==> src/rtl/core/kfe_pkg.sv <==
package kfe_pkg;

  localparam logic [7:0] FEND  = 8'hC0;
  localparam logic [7:0] FESC  = 8'hDB;
  localparam logic [7:0] TFEND = 8'hDC;
  localparam logic [7:0] TFESC = 8'hDD;

  localparam logic [31:0] CRC_POLY = 32'hEDB88320;
  localparam logic [31:0] CRC_ONES = 32'hFFFFFFFF;

  localparam int COUNT_BITS_DEF = 16;
  localparam int MAX_FRAME_W    = 16;
  localparam logic [MAX_FRAME_W-1:0] MAX_FRAME_RST = 16'd1024;

  localparam int CFG_DATA_W = 16;
  localparam int CFG_IDX_W  = 1;
  localparam logic [CFG_IDX_W-1:0] CFG_CRC_ENABLE = 1'b0;
  localparam logic [CFG_IDX_W-1:0] CFG_MAX_FRAME  = 1'b1;

  localparam int QDEPTH = 2;

  typedef struct packed {
    logic        ovf;
    logic        open;
    logic        last;
    logic        add_crc;
    logic [7:0]  hdr;
    logic [7:0]  pay;
    logic [31:0] crc;
  } job_t;

  function automatic logic is_special(input logic [7:0] b);
    return (b == FEND) || (b == FESC);
  endfunction

  function automatic logic [1:0] stuff_len(input logic [7:0] b);
    return is_special(b) ? 2'd2 : 2'd1;
  endfunction

  function automatic logic [31:0] crc_byte(input logic [31:0] c_in, input logic [7:0] b);
    logic [31:0] c;
    c = c_in ^ {24'd0, b};
    for (int k = 0; k < 8; k++) begin
      if (c[0]) begin
        c = (c >> 1) ^ CRC_POLY;
      end else begin
        c = c >> 1;
      end
    end
    return c;
  endfunction

endpackage

==> src/rtl/core/kfe_front.sv <==
module kfe_front
  import kfe_pkg::*;
#(
  parameter int COUNT_BITS = COUNT_BITS_DEF
) (
  input  logic                  clk,
  input  logic                  rst_n,
  input  logic                  in_valid,
  output logic                  in_ready,
  input  logic [7:0]            in_payload_byte,
  input  logic [7:0]            in_header_byte,
  input  logic                  in_frame_first,
  input  logic                  in_frame_last,
  input  logic                  cfg_we,
  input  logic [CFG_IDX_W-1:0]  cfg_index,
  input  logic [CFG_DATA_W-1:0] cfg_data,
  input  logic                  q_full,
  output logic                  q_push,
  output job_t                  q_job
);

  localparam int SW = ((COUNT_BITS > MAX_FRAME_W) ? COUNT_BITS : MAX_FRAME_W) + 1;
  localparam logic [COUNT_BITS-1:0] CAP = '1;

  logic                   crc_en_r;
  logic [MAX_FRAME_W-1:0] max_r;
  logic [COUNT_BITS-1:0]  count_r, count_nxt;
  logic [31:0]            crc_r, crc_nxt;
  logic                   drop_r, drop_nxt;

  logic                  accept;
  logic                  skip;
  logic [COUNT_BITS-1:0] count_eff;
  logic                  open;
  logic [31:0]           crc_base;
  logic [31:0]           crc_new;
  logic [31:0]           crc_fin;
  logic                  add_crc;
  logic [3:0]            crc_len;
  logic [3:0]            n;
  logic [SW-1:0]         sum;
  logic                  over;

  assign in_ready = !q_full;
  assign accept   = in_valid && in_ready;

  always_comb begin
    skip      = drop_r && !in_frame_first;
    count_eff = in_frame_first ? '0 : count_r;
    open      = (count_eff == '0);
    crc_base  = open ? CRC_ONES : crc_r;
    crc_new   = crc_byte(crc_base, in_payload_byte);
    crc_fin   = crc_new ^ CRC_ONES;
    add_crc   = in_frame_last && crc_en_r;
    crc_len   = {2'd0, stuff_len(crc_fin[7:0])} + {2'd0, stuff_len(crc_fin[15:8])}
              + {2'd0, stuff_len(crc_fin[23:16])} + {2'd0, stuff_len(crc_fin[31:24])};
    n = (open ? 4'd2 : 4'd0) + {2'd0, stuff_len(in_payload_byte)}
      + (in_frame_last ? 4'd1 : 4'd0) + (add_crc ? crc_len : 4'd0);
    sum  = SW'(count_eff) + SW'(n);
    over = (sum > SW'(max_r)) || (sum > SW'(CAP));

    q_push        = accept && !skip;
    q_job.ovf     = over;
    q_job.open    = open;
    q_job.last    = in_frame_last;
    q_job.add_crc = add_crc;
    q_job.hdr     = in_header_byte;
    q_job.pay     = in_payload_byte;
    q_job.crc     = crc_fin;

    count_nxt = count_r;
    crc_nxt   = crc_r;
    drop_nxt  = drop_r;
    if (accept) begin
      if (skip) begin
        drop_nxt = !in_frame_last;
      end else if (over || in_frame_last) begin
        count_nxt = '0;
        crc_nxt   = CRC_ONES;
        drop_nxt  = over && !in_frame_last;
      end else begin
        count_nxt = count_eff + COUNT_BITS'(n);
        crc_nxt   = crc_new;
        drop_nxt  = 1'b0;
      end
    end
  end

  always_ff @(posedge clk) begin
    if (!rst_n) begin
      crc_en_r <= 1'b0;
      max_r    <= MAX_FRAME_RST;
      count_r  <= '0;
      crc_r    <= CRC_ONES;
      drop_r   <= 1'b0;
    end else begin
      count_r <= count_nxt;
      crc_r   <= crc_nxt;
      drop_r  <= drop_nxt;
      if (cfg_we) begin
        case (cfg_index)
          CFG_CRC_ENABLE: crc_en_r <= cfg_data[0];
          CFG_MAX_FRAME:  max_r    <= cfg_data[MAX_FRAME_W-1:0];
          default: ;
        endcase
      end
    end
  end

endmodule

==> src/rtl/core/kfe_queue.sv <==
module kfe_queue
  import kfe_pkg::*;
(
  input  logic clk,
  input  logic rst_n,
  input  logic push,
  input  job_t push_job,
  input  logic pop,
  output job_t pop_job,
  output logic full,
  output logic empty
);

  localparam int PW = (QDEPTH > 1) ? $clog2(QDEPTH) : 1;
  localparam int CW = $clog2(QDEPTH + 1);
  localparam logic [CW-1:0] DEPTH_C = CW'(QDEPTH);
  localparam logic [PW-1:0] PTR_LAST = PW'(QDEPTH - 1);

  job_t            mem_r [QDEPTH];
  logic [PW-1:0]   wr_ptr_r, rd_ptr_r;
  logic [CW-1:0]   count_r;

  assign full    = (count_r == DEPTH_C);
  assign empty   = (count_r == '0);
  assign pop_job = mem_r[rd_ptr_r];

  always_ff @(posedge clk) begin
    if (push) begin
      mem_r[wr_ptr_r] <= push_job;
    end
  end

  always_ff @(posedge clk) begin
    if (!rst_n) begin
      wr_ptr_r <= '0;
      rd_ptr_r <= '0;
      count_r  <= '0;
    end else begin
      if (push) begin
        wr_ptr_r <= (wr_ptr_r == PTR_LAST) ? '0 : wr_ptr_r + 1'b1;
      end
      if (pop) begin
        rd_ptr_r <= (rd_ptr_r == PTR_LAST) ? '0 : rd_ptr_r + 1'b1;
      end
      if (push && !pop) begin
        count_r <= count_r + 1'b1;
      end else if (pop && !push) begin
        count_r <= count_r - 1'b1;
      end
    end
  end

  a_no_push_full: assert property (@(posedge clk) disable iff (!rst_n)
    full |-> !push) else $error("push into full queue");
  a_no_pop_empty: assert property (@(posedge clk) disable iff (!rst_n)
    empty |-> !pop) else $error("pop from empty queue");
  a_count_bound: assert property (@(posedge clk) disable iff (!rst_n)
    (push && !pop) |=> (count_r == $past(count_r) + 1'b1)) else $error("queue count slip");

endmodule

==> src/rtl/core/kfe_back.sv <==
module kfe_back
  import kfe_pkg::*;
(
  input  logic       clk,
  input  logic       rst_n,
  input  logic       q_empty,
  input  job_t       q_job,
  output logic       q_pop,
  output logic       out_valid,
  input  logic       out_ready,
  output logic [7:0] out_byte,
  output logic       out_status,
  output logic       out_frame_end,
  output logic       out_run_last
);

  typedef enum logic [2:0] {PH_OPEN, PH_HDR, PH_DATA, PH_CLOSE, PH_OVF} phase_t;

  localparam logic [2:0] DATA_LAST = 3'd4;

  phase_t     phase_r;
  logic       busy_r;
  job_t       job_r;
  logic [2:0] didx_r;
  logic       esc_r;

  logic [7:0] dbyte;
  logic       data_done;
  logic       more_crc;
  logic       done;
  logic       transfer;
  logic       load;

  always_comb begin
    case (didx_r)
      3'd0:    dbyte = job_r.pay;
      3'd1:    dbyte = job_r.crc[7:0];
      3'd2:    dbyte = job_r.crc[15:8];
      3'd3:    dbyte = job_r.crc[23:16];
      default: dbyte = job_r.crc[31:24];
    endcase
    data_done = !is_special(dbyte) || esc_r;
    more_crc  = job_r.add_crc && (didx_r != DATA_LAST);

    out_byte = 8'd0;
    done     = 1'b0;
    case (phase_r)
      PH_OPEN:  out_byte = FEND;
      PH_HDR:   out_byte = job_r.hdr;
      PH_DATA: begin
        if (esc_r) begin
          out_byte = (dbyte == FEND) ? TFEND : TFESC;
        end else begin
          out_byte = is_special(dbyte) ? FESC : dbyte;
        end
        done = data_done && !more_crc && !job_r.last;
      end
      PH_CLOSE: begin
        out_byte = FEND;
        done     = 1'b1;
      end
      PH_OVF:   done = 1'b1;
      default:  done = 1'b1;
    endcase

    out_valid     = busy_r;
    out_status    = (phase_r == PH_OVF);
    out_frame_end = (phase_r == PH_OVF) || (phase_r == PH_CLOSE);
    out_run_last  = done;

    transfer = busy_r && out_ready;
    load     = !busy_r || (transfer && done);
    q_pop    = load && !q_empty;
  end

  always_ff @(posedge clk) begin
    if (!rst_n) begin
      busy_r  <= 1'b0;
      phase_r <= PH_OPEN;
      didx_r  <= '0;
      esc_r   <= 1'b0;
    end else if (load) begin
      busy_r <= !q_empty;
      if (!q_empty) begin
        job_r   <= q_job;
        phase_r <= q_job.ovf ? PH_OVF : (q_job.open ? PH_OPEN : PH_DATA);
        didx_r  <= '0;
        esc_r   <= 1'b0;
      end
    end else if (transfer) begin
      case (phase_r)
        PH_OPEN: phase_r <= PH_HDR;
        PH_HDR:  phase_r <= PH_DATA;
        PH_DATA: begin
          if (!data_done) begin
            esc_r <= 1'b1;
          end else begin
            esc_r <= 1'b0;
            if (more_crc) begin
              didx_r <= didx_r + 1'b1;
            end else begin
              phase_r <= PH_CLOSE;
            end
          end
        end
        default: phase_r <= phase_r;
      endcase
    end
  end

  a_ovf_shape: assert property (@(posedge clk) disable iff (!rst_n)
    (out_valid && out_status) |-> (out_frame_end && out_run_last && (out_byte == 8'd0)))
    else $error("malformed overflow result");
  a_end_is_last: assert property (@(posedge clk) disable iff (!rst_n)
    (out_valid && out_frame_end) |-> out_run_last)
    else $error("frame end not last of run");
  a_run_continues: assert property (@(posedge clk) disable iff (!rst_n)
    (out_valid && out_ready && !out_run_last) |=> out_valid)
    else $error("run broken before its last byte");

endmodule

==> src/rtl/core/kiss_frame_encoder_crc.sv <==
// Flow: with the sequencer idle, an item that transfers in is written into the job queue and
// then loaded into the sequencer, which offers its first encoded byte.
// Throughput: one output byte per cycle while out_ready is high; an item holds the sequencer
// until its last byte transfers and yields 1 to 13 bytes (none for a dropped item); inputs
// enter one per cycle while the two-entry job queue has room.
// Reset: synchronous active-low rst_n clears the queue, the sequencer, the frame state and the
// configuration (CRC off, frame limit 1024).
module kiss_frame_encoder_crc
  import kfe_pkg::*;
#(
  parameter int COUNT_BITS = COUNT_BITS_DEF
) (
  input  logic                  clk,
  input  logic                  rst_n,
  input  logic                  in_valid,
  output logic                  in_ready,
  input  logic [7:0]            in_payload_byte,
  input  logic [7:0]            in_header_byte,
  input  logic                  in_frame_first,
  input  logic                  in_frame_last,
  output logic                  out_valid,
  input  logic                  out_ready,
  output logic [7:0]            out_byte,
  output logic                  out_status,
  output logic                  out_frame_end,
  output logic                  out_run_last,
  input  logic                  cfg_we,
  input  logic [CFG_IDX_W-1:0]  cfg_index,
  input  logic [CFG_DATA_W-1:0] cfg_data
);

  logic q_full, q_empty, q_push, q_pop;
  job_t push_job, pop_job;

  kfe_front #(.COUNT_BITS(COUNT_BITS)) u_front (
    .clk             (clk),
    .rst_n           (rst_n),
    .in_valid        (in_valid),
    .in_ready        (in_ready),
    .in_payload_byte (in_payload_byte),
    .in_header_byte  (in_header_byte),
    .in_frame_first  (in_frame_first),
    .in_frame_last   (in_frame_last),
    .cfg_we          (cfg_we),
    .cfg_index       (cfg_index),
    .cfg_data        (cfg_data),
    .q_full          (q_full),
    .q_push          (q_push),
    .q_job           (push_job)
  );

  kfe_queue u_queue (
    .clk      (clk),
    .rst_n    (rst_n),
    .push     (q_push),
    .push_job (push_job),
    .pop      (q_pop),
    .pop_job  (pop_job),
    .full     (q_full),
    .empty    (q_empty)
  );

  kfe_back u_back (
    .clk           (clk),
    .rst_n         (rst_n),
    .q_empty       (q_empty),
    .q_job         (pop_job),
    .q_pop         (q_pop),
    .out_valid     (out_valid),
    .out_ready     (out_ready),
    .out_byte      (out_byte),
    .out_status    (out_status),
    .out_frame_end (out_frame_end),
    .out_run_last  (out_run_last)
  );

endmodule

==> config.mk <==
export PLATFORM = sky130hd
export DESIGN_NAME = kiss_frame_encoder_crc
export DESIGN_NICKNAME = d
export VERILOG_FILES = /design/src/rtl/core/kfe_pkg.sv /design/src/rtl/core/kfe_front.sv /design/src/rtl/core/kfe_queue.sv /design/src/rtl/core/kfe_back.sv /design/src/rtl/core/kiss_frame_encoder_crc.sv
export SDC_FILE = /design/constraint.sdc
export NUM_CORES = 1
export LEC_CHECK = 0
export ABC_AREA = 1
export BUFFER_PORTS_ARGS = -buffer_cell sky130_fd_sc_hd__buf_2
export CORE_MARGIN = 5
export CORE_UTILIZATION = 55
export DETAILED_ROUTE_END_ITERATION = 10
export MAX_ROUTING_LAYER = met4
export PLACE_DENSITY = 0.73
export RECOVER_POWER = 100
export SLEW_MARGIN = 20
export SYNTH_ARGS = -nofsm -noshare
export SYNTH_HDL_FRONTEND = slang
export SYNTH_SLANG_ARGS = --single-unit
export TNS_END_PERCENT = 1
==> constraint.sdc <==
create_clock -name clk -period 10.9 [get_ports clk]
set_input_delay 2.18 -clock clk [delete_from_list [all_inputs] [get_ports clk]]
set_output_delay 2.18 -clock clk [all_outputs]
set_load 0.01 [all_outputs]
==> impl_metrics.json <==
{
  "clk_path_buf_depth": 3,
  "outcome": "finished with violations",
  "totalNegativeSetupSlack_ns": 0,
  "portBuffers": 52,
  "mappedNetlistArea_sq_mm": 0.0120,
  "synth-warning-count": 0,
  "antenna-diode-count": 0,
  "floorplan.initialDensity_pct": 55.3,
  "cp-end-kind": "flip-flop",
  "critical-path-max-stage-delay_ns": 0.55,
  "achievable-frequency_mhz": 99.0,
  "req_time_crit_path_ns": 11.26,
  "global_route.overflow_total": 0,
  "drv_slew": 283,
  "grt_setup_unrepaired": "no",
  "yosys-mux-area-fraction_pct": 0,
  "cp_max_fanout": 22,
  "groute.usage.overall_pct": 24.2,
  "finalWirelength_um": 28400,
  "slew_headroom_pct": -91.7,
  "dr.pass1.iters": 5,
  "dp_hpwl_um": 19700,
  "die_area_sq_mm": 0.0248,
  "syn-instance-count": 1375,
  "gpl.final_weighted_congestion": 0.912,
  "failed_checks": "max-capacitance violations, max-slew violations",
  "synth_enable_flop_cells": 154,
  "pwr_density_cell_mw_per_mm2": 231,
  "static_leakage_nw": 5.71,
  "dieHeight_um": 157,
  "clock_latency_reported_for_the_late_side_of_the_worst_skew_pair_ns": 0.51,
  "placed_cells": 1682,
  "die-width_um": 157,
  "synthesis.nets": 1453,
  "clockRootBuffer": "sky130_fd_sc_hd__clkbuf_16",
  "via_per_inst": 5.31,
  "synth_sequential_area_ratio_pct": 51.9,
  "synth_top_family_by_area": "simple AND/OR/NAND/NOR gates",
  "antenna_violations_before_repair": 0,
  "critPathArrivalTime_ns": 10.46,
  "post_synth_num_cell_types": 43,
  "drt_drc_violations_left": 0,
  "grt_first_pass_wirelength_um": 46300,
  "leading_cell_types_in_the_layout_fill_and_taps_excluded": "sky130_fd_sc_hd__nand2_1, sky130_fd_sc_hd__edfxtp_1, sky130_fd_sc_hd__inv_1",
  "p_sw_share_pct": 35.9,
  "critical-path-slowest-cell": "sky130_fd_sc_hd__xor2_1",
  "drive_gt1_share_pct": 9.72,
  "period_share_pct": 92.6,
  "path_clk_slew_ns": 0.06,
  "critical_path_class": "in -> reg",
  "cts_sinks": 233,
  "skew_ns": 0.0134,
  "detailedRoute.firstIterationViolations": 652,
  "synth_adder_area_share_pct": 4.41,
  "area_growth_pct": 10.7,
  "postSynthRegisterBits": 233,
  "synth_area_per_cell_sq_um": 8.70,
  "mostFrequentLayoutCell": "sky130_fd_sc_hd__nand2_1",
  "detail_route.wl_per_cell_um": 16.4,
  "comb_power_share_pct": 32.7,
  "power.clock.fraction_pct": 26.5,
  "final_hold_viol_count": 0,
  "worst_ir_drop_vdd_uv": 112,
  "routed-via-count": 9193,
  "cap_violations": 7,
  "ctsHtreeMaxLevel": 1,
  "postCtsHoldBufs": 0,
  "power_switching_mw": 1.10,
  "most_used_cell_cp": "sky130_fd_sc_hd__nand2_1",
  "placementRows": 54,
  "post_synth_arst_share_pct": 0,
  "first_global_vias": 8972,
  "core_ar_sq_mm": 0.0216,
  "ant_nets": 0,
  "tritoncts": "yes",
  "layout.nets": 1511,
  "worst_slew_pin_slew_ns": 2.88,
  "final-instance-count-excl-fill": 1731,
  "post_synth_xor_xnor_area_pct": 4.82,
  "worst_hold_path_type": "reg -> reg",
  "grt_max_degree": 55,
  "synth_ff_type": "sky130_fd_sc_hd__edfxtp_1",
  "timing.final.setup_violations": 0,
  "startpoint_types": "primary input",
  "yosys.area_share.simple_pct": 25.7,
  "fillerInstances": 1851,
  "synthesized_area_fraction_occupied_by_ao_oa_aoi_and_oai_cells_pct": 7.28,
  "cell_internal_pwr_mw": 1.96,
  "shortest_clock_period_the_worst_path_allows_after_layout_ns": 10.10,
  "seq_power_share_pct": 40.7,
  "design.portCount": 53,
  "cts_buffer_count": 25
}
-- sequential cells by signal, summed over array words and instances (netlist names), named ones only --
register          flops
u_back.job_r         50
u_back.didx_r         3
u_queue.rd_ptr_r      1
u_back.phase_r        3
u_queue.count_r       2
u_queue.wr_ptr_r      1
u_front.crc_en_r      1
u_back.esc_r          1
u_front.crc_r        32
u_queue.mem_r       104
u_front.max_r        16
u_front.drop_r        1
u_front.count_r      16
u_back.out_valid      1
-- cells by family after synthesis --
group | after synthesis
AOI/OAI and AO/OA | 161
xor gates and xnor gates | 56
adders and majority gates | 38
buffers and inverters | 177
DFF | 233
and+or+nand+nor | 710
-- Yosys cell counts, types with 2 or more instances --
cell type / instances / area [sq um]
sky130_fd_sc_hd__inv_1: 124 / 465
sky130_fd_sc_hd__a21oi_1: 77 / 385
sky130_fd_sc_hd__nand3_1: 95 / 475
sky130_fd_sc_hd__nand4_1: 10 / 62.6
sky130_fd_sc_hd__fa_1: 7 / 140
sky130_fd_sc_hd__clkbuf_1: 34 / 128
sky130_fd_sc_hd__or2_2: 12 / 75.1
sky130_fd_sc_hd__o21ai_2: 2 / 17.5
sky130_fd_sc_hd__o2111ai_1: 2 / 17.5
sky130_fd_sc_hd__dfxtp_1: 79 / 1580
sky130_fd_sc_hd__buf_2: 5 / 25.0
sky130_fd_sc_hd__xor2_4: 3 / 82.6
sky130_fd_sc_hd__o21ai_1: 6 / 30.0
sky130_fd_sc_hd__nor2_2: 3 / 18.8
sky130_fd_sc_hd__edfxtp_1: 154 / 4620
sky130_fd_sc_hd__xnor2_1: 16 / 140
sky130_fd_sc_hd__nand3b_1: 3 / 22.5
sky130_fd_sc_hd__o211ai_1: 10 / 75.1
sky130_fd_sc_hd__xor2_1: 33 / 289
sky130_fd_sc_hd__clkinv_1: 2 / 7.51
sky130_fd_sc_hd__xor2_2: 3 / 48.8
sky130_fd_sc_hd__nand2_1: 457 / 1720
sky130_fd_sc_hd__inv_2: 7 / 26.3
sky130_fd_sc_hd__nand2_4: 12 / 135
sky130_fd_sc_hd__nand2_2: 34 / 213
sky130_fd_sc_hd__ha_1: 31 / 388
sky130_fd_sc_hd__a22o_1: 2 / 17.5
sky130_fd_sc_hd__nor3_1: 9 / 45.0
sky130_fd_sc_hd__a31oi_1: 2 / 12.5
sky130_fd_sc_hd__or2_1: 2 / 12.5
sky130_fd_sc_hd__nor2_1: 68 / 255
sky130_fd_sc_hd__buf_6: 4 / 45.0
sky130_fd_sc_hd__o21ai_0: 55 / 275
sky130_fd_sc_hd__nand3_2: 3 / 30.0
-- metal layers --
layer | global-route usage [%] | routed length [um]
met1 | 32.4 | 12400
met2 | 39.5 | 13600
met4 | 6.60 | 699
met3 | 2.56 | 1650
met5 | - | 0
-- area by class of cell --
| type | count | area [sq um] | area share, % |
|---|---|---|---|
| Clock buffer | 37 | 691 | 5.22 |
| Clock inverter | 8 | 97.6 | 0.737 |
| Inverter | 133 | 505 | 3.82 |
| Multi-Input combinational cell | 965 | 5020 | 37.9 |
| Sequential cell | 233 | 6210 | 46.9 |
| Tap cell | 280 | 350 | 2.65 |
| Timing Repair Buffer | 74 | 365 | 2.76 |
| Timing Repair inverter | 1 | 7.51 | 0.0567 |
-- critical path, delay by kind of cell --
kind                     cells  cell delay, ns
AO/OA/AOI/OAI                2            0.34
adder cells (fa/ha/maj)      7            2.47
buffers and inverters        7            0.78
XOR/XNOR                     4            1.14
AND/OR/NAND/NOR             27            3.52
-- worst paths after layout --
path                                                      start                               to  slack, ns  cells past startpoint
worst max-delay path                             in_frame_first  u_front.count_r[9]$_SDFFE_PN0P_       0.80                     47
worst min-delay path              u_front.max_r[3]$_SDFFE_PN0P_    u_front.max_r[3]$_SDFFE_PN0P_       0.46                      2
worst max register to register  u_front.count_r[2]$_SDFFE_PN0P_  u_front.count_r[9]$_SDFFE_PN0P_       2.29                     45
worst min register to register    u_front.max_r[3]$_SDFFE_PN0P_    u_front.max_r[3]$_SDFFE_PN0P_       0.46                      2
-- power by group through the flow --
stage / combinational, mW / sequential [mW] / clock (mW)
3_5_place_dp: 1.01 / 1.26 / 0
5_1_grt: 1.14 / 1.26 / 0.871
4_1_cts: 1.02 / 1.24 / 0.826
6_report: 1.00 / 1.25 / 0.812
2_1_floorplan: 0.723 / 1.24 / 0
3_3_place_gp: 0.992 / 1.25 / 0
-- per-stage QoR --
stage / instance area (sq um) / power, mW / utilization (%) / hold slack [ns] / setup slack (ns)
after floorplan: 12000 / 1.96 / - / 0.433 / 1.62
final: 13200 / 3.06 / 61.2 / 0.462 / 0.803
after global routing: 13200 / 3.27 / 61.2 / 0.485 / 0.0733
after detailed placement: 12500 / 2.27 / 58.0 / 0.454 / 0.0656
after global placement: 12500 / 2.24 / 58.0 / 0.449 / 0.0604
after CTS: 13300 / 3.08 / 61.7 / 0.464 / 0.478
-- what timing repair did --
| item | CTS | global route |
|---|---|---|
| setup endpoints to repair | 0 | 24 |
| buffers inserted | 0 | 3 |
| gates resized for setup | 0 | 7 |
| endpoints found under the hold margin | 0 | 0 |
Note: power is estimated with default switching activity, not from simulation.
